===== src/sv/sphere_vortex_direct_sum_unit_macros.svh =====
// assertion helpers used by the sphere_vortex_direct_sum_unit rtl
`ifndef SPHERE_VORTEX_DIRECT_SUM_UNIT_MACROS_SVH
`define SPHERE_VORTEX_DIRECT_SUM_UNIT_MACROS_SVH

// same-cycle implication
`define SVDS_ASSERT_NOW(label, ante, cons, msg) \
    label: assert property (@(posedge clk) disable iff (!rst_n) (ante) |-> (cons)) \
        else $error(msg);

// next-cycle implication
`define SVDS_ASSERT_NEXT(label, ante, cons, msg) \
    label: assert property (@(posedge clk) disable iff (!rst_n) (ante) |=> (cons)) \
        else $error(msg);

`endif


===== src/sv/svds_pkg.sv =====
package svds_pkg;

    localparam int SVDS_MAX_SOURCES = 256;

    localparam logic [1:0] OP_CLEAR = 2'd0;
    localparam logic [1:0] OP_LOAD  = 2'd1;
    localparam logic [1:0] OP_EVAL  = 2'd2;

    localparam int DW = 34;
    localparam int KW = 59;
    localparam int CX_W = 35;
    localparam logic [KW-1:0] INV4PI_Q62 = 59'd366986312910250153;

    localparam logic [63:0] SUM_MAX = 64'h7fff_ffff_ffff_ffff;
    localparam logic [63:0] SUM_MIN = 64'h8000_0000_0000_0000;

    typedef struct packed {
        logic [1:0]         operation;
        logic signed [31:0] coord_x;
        logic signed [31:0] coord_y;
        logic signed [31:0] coord_z;
        logic [15:0]        point_id;
        logic signed [31:0] source_potential;
        logic [30:0]        source_area;
    } in_word_t;

    typedef struct packed {
        logic signed [63:0] sum_x;
        logic signed [63:0] sum_y;
        logic signed [63:0] sum_z;
        logic               saturated;
    } out_word_t;

    typedef struct packed {
        logic signed [31:0] x;
        logic signed [31:0] y;
        logic signed [31:0] z;
        logic [15:0]        id;
        logic signed [31:0] pot;
        logic [30:0]        area;
    } src_t;

    typedef struct packed {
        logic tok;
        logic vld;
        logic last;
        logic sat;
    } ctl_t;

    typedef struct packed {
        logic signed [CX_W-1:0] cx;
        logic signed [CX_W-1:0] cy;
        logic signed [CX_W-1:0] cz;
        logic signed [63:0]     w;
    } div_pay_t;

    function automatic logic [64:0] sat_add(input logic [63:0] a, input logic [63:0] b);
        logic [63:0] s;
        s = a + b;
        if (a[63] == b[63] && s[63] != a[63])
            return {1'b1, (a[63] ? SUM_MIN : SUM_MAX)};
        return {1'b0, s};
    endfunction

endpackage


===== src/sv/svds_cell.sv =====
module svds_cell (
    input  logic          clk,
    input  logic          en,
    input  svds_pkg::src_t din,
    output svds_pkg::src_t q
);
    import svds_pkg::*;

    src_t q_reg;

    always_ff @(posedge clk)
    begin
        if (en)
            q_reg <= din;
    end

    assign q = q_reg;
endmodule


===== config.mk =====
export PLATFORM = sky130hd
export DESIGN_NAME = svds_cell
export DESIGN_NICKNAME = d
export VERILOG_FILES = /design/src/sv/sphere_vortex_direct_sum_unit_macros.svh /design/src/sv/svds_pkg.sv /design/src/sv/svds_cell.sv
export SDC_FILE = /design/constraint.sdc
export NUM_CORES = 1
export LEC_CHECK = 0
export BUFFER_PORTS_ARGS = -buffer_cell sky130_fd_sc_hd__buf_2
export CORE_AREA = 5 5 134 136
export CTS_CLUSTER_DIAMETER = 30
export DETAILED_ROUTE_END_ITERATION = 12
export DIE_AREA = 0 0 139 141
export HOLD_SLACK_MARGIN = 0.05
export SETUP_SLACK_MARGIN = 0.5
export SYNTH_ARGS = -nofsm -noshare
export SYNTH_HDL_FRONTEND = slang
export SYNTH_SLANG_ARGS = --single-unit

===== constraint.sdc =====
create_clock -name clk -period 0.8 [get_ports clk]
set_input_delay 0.08 -clock clk [delete_from_list [all_inputs] [get_ports clk]]
set_output_delay 0.08 -clock clk [all_outputs]
set_load 0.005 [all_outputs]

* Word-level counts from Yosys, hierarchy flattened *
Index checks and enable logic that the tools add are counted.

word-level totals
  logic and storage cells = 6
  output and inout port bits = 175
  input port bits = 177
  bits in registers = 175

* Longest topological paths before layout *
  word-level depth = 0
  gate-level depth with buffers = 0
  depth with buffers taken out = 0

* Worst setup path after synthesis *
Ideal clock, no wire load.

  path kind = flip-flop to output port
  start = register q_reg, in the netlist q[0]
  end = output q[0] (netlist name)
  required time = 0.720 ns
  data arrival time = 0.355 ns
  cell stages (with the launch flop) = 1
  path slack = 0.365 ns
  path buffers = 0
  cells stage by stage = edfxtp_1

RTL lines
  element                 RTL line         source
  from (decl)             svds_cell.sv:9   src_t q_reg;
  from (signal assigned)  svds_cell.sv:14  q_reg <= din;
  to (decl)               svds_cell.sv:5   output svds_pkg::src_t q

No word-level cell between the ends.

* Worst setup path in the final report *
  start = register q_reg, in the netlist q[9]
  end = output q[9] (netlist name)

No word-level cell between the ends.

==> out/metrics.yaml <==
status: "complete, but fails checks"
violations: "hold timing, setup timing"
clockBufferDepth: 2
antenna_found_initial: 0
grt_pass1_wl_um: 19900
final-setup-viol-count: 175
synth_warnings: 0
fmax_ghz: 0.962
top_layer_used: "met4"
drt_iter0_markers: 79
fin_crit_ns: 1.04
root_buffer: "clkbuf_16"
place.gp.congestion: 0.787
swShare_pct: 21.1
cts_tree: "yes"
end_kind: "output port"
vias_per_cell: 4.06
drive_gt1_share_pct: 69.4
post-route-util_pct: 48.7
post-place-cells: 765
rows: 48
hold_slack_ns: -0.166
multiInputGateArea_um2: 0
met3_length_um: 1500
power.total_w: 0.0204
grt_max_degree: 24
grt_pass1_vias: 3532
critical_path_buf_inv_count: 1
drc: 0
cp_max_fo: 1
die_area_um2: 19600
io_pins: 352
clkPwrFrac_pct: 38.0
worstPathArrival_ns: 0.96
syn_nets: 352
drtAntennaViolNets: 0
synth-seq-cells: 175
seqPwrFrac_pct: 54.1
clk_pin_slew_ns: 0.07
clkSinkCount: 175
drv_cap: 0
hpwl_um: 10300
htreeDepth: 4
max-slew-margin-rel_pct: 87.9
ys_seq_area_share_pct: 100
hold_viol: 175
syn_inst: 175
numCtsBuffers: 17
crit_type: "reg2out"
power_leakage_nw: 3.54
stdcell_count: 803
wl_per_cell_um: 16.7
cp_top_family: "flip-flops"
area_growth_pct: 55.8
syn_avg_cell_area_um2: 30.0
switchingPower_w: 0.00431
ys_types: 1
tightest_slew_ns: 0.181
fin_ws_ns: -0.239
numPortBuffers: 351
multi_input_cells: 0
start_util_pct: 31.3
synth_area_um2: 5260
cpPeakStageDelay_ns: 0.39
antenna_cells: 0
cellPowerDensity_nw_per_um2: 2500
met2_length_um: 7180
vdd_drop_max_v: 0.00122
core_um2: 16800
dr.pass1.iters: 4
wl_met1_um: 4520
required_ns: 0.72
routed-via-count: 3264
rsz0062_at_grt: "true"
hold_path_class: "in2reg"
power_frac_comb_pct: 7.8
crit_chain: "buf_2"
start_kind: "flip-flop"
p_int_w: 0.0161
grtUsageTotal_pct: 13.5
slew_violations: 0
fin_crit_sh_pct: 130
nets: 742
wl_um: 13400
largest_reg_flops: 175
grt_overflow: 0
die_w_um: 139
die_h_um: 141
slowest_stage: "edfxtp_1"
==> per-stage QoR <==
stage	setup TNS, ns	area [um^2]	setup WS [ns]	hold WS, ns
2_1_floorplan	0	5260	0.365	0.179
3_3_place_gp	-6.17	7440	-0.0658	0.257
3_5_place_dp	-8.69	7440	-0.0844	0.258
4_1_cts	-39.28	8190	-0.281	-0.194
5_1_grt	-42.97	8190	-0.302	-0.199
6_report	-33.29	8190	-0.239	-0.166
==> power by group through the flow <==
stage / Combinational [W] / Clock [W] / Sequential [W]
after floorplan: 0 / 0 / 0.0114
after global placement: 0.00150 / 0 / 0.0113
after detailed placement: 0.00153 / 0 / 0.0113
after CTS: 0.00165 / 0.00802 / 0.0111
after global routing: 0.00175 / 0.00850 / 0.0111
final: 0.00160 / 0.00777 / 0.0111
==> final timing paths <==
kind / from / endpoint / slack, ns / cells past startpoint
max: q[9] / q[9] / -0.24 / 1
min: din[117] / q[117] / -0.17 / 1
==> synthesized netlist by cell type, drive strengths merged <==
| library cell | count | area, um^2 |
|---|---|---|
| edfxtp | 175 | 5260 |
==> timing repair <==
action                                  CTS  global route
resized for setup                        13             0
gates cloned                              4             0
endpoints found under the setup margin  348           180
hold endpoints to repair                180           180
buffers inserted                          2             0
==> routing by layer <==
| layer | GRT usage (%) | vias to the layer above |
|---|---|---|
| met5 | 0 | - |
| met4 | 4.84 | 0 |
| met3 | 6.51 | 17 |
| met2 | 24.0 | 202 |
| met1 | 13.9 | 1540 |
| li1 | - | 1505 |
==> cell usage in the layout, fill, tap and decap left out <==
cell,instances
buf_16,7
clkinv_2,3
clkbuf_16,17
clkinv_1,1
buf_8,2
inv_6,3
clkbuf_1,1
buf_12,2
buf_2,350
buf_4,10
edfxtp_1,175
inv_8,2
bufinv_16,1
clkinv_4,4
==> final cells by class <==
cell class            instances  area, um^2
Clock inverter               14         133
Clock buffer                 18         429
Fill cell                  1496        8630
Sequential cell             175        5260
Tap cell                    225         282
Timing Repair Buffer        371        2090
==> cells by family after synthesis <==
kind of cell / after synthesis / share of synthesized area (%)
flops: 175 / 100
Power figures use the tool's default switching activity.
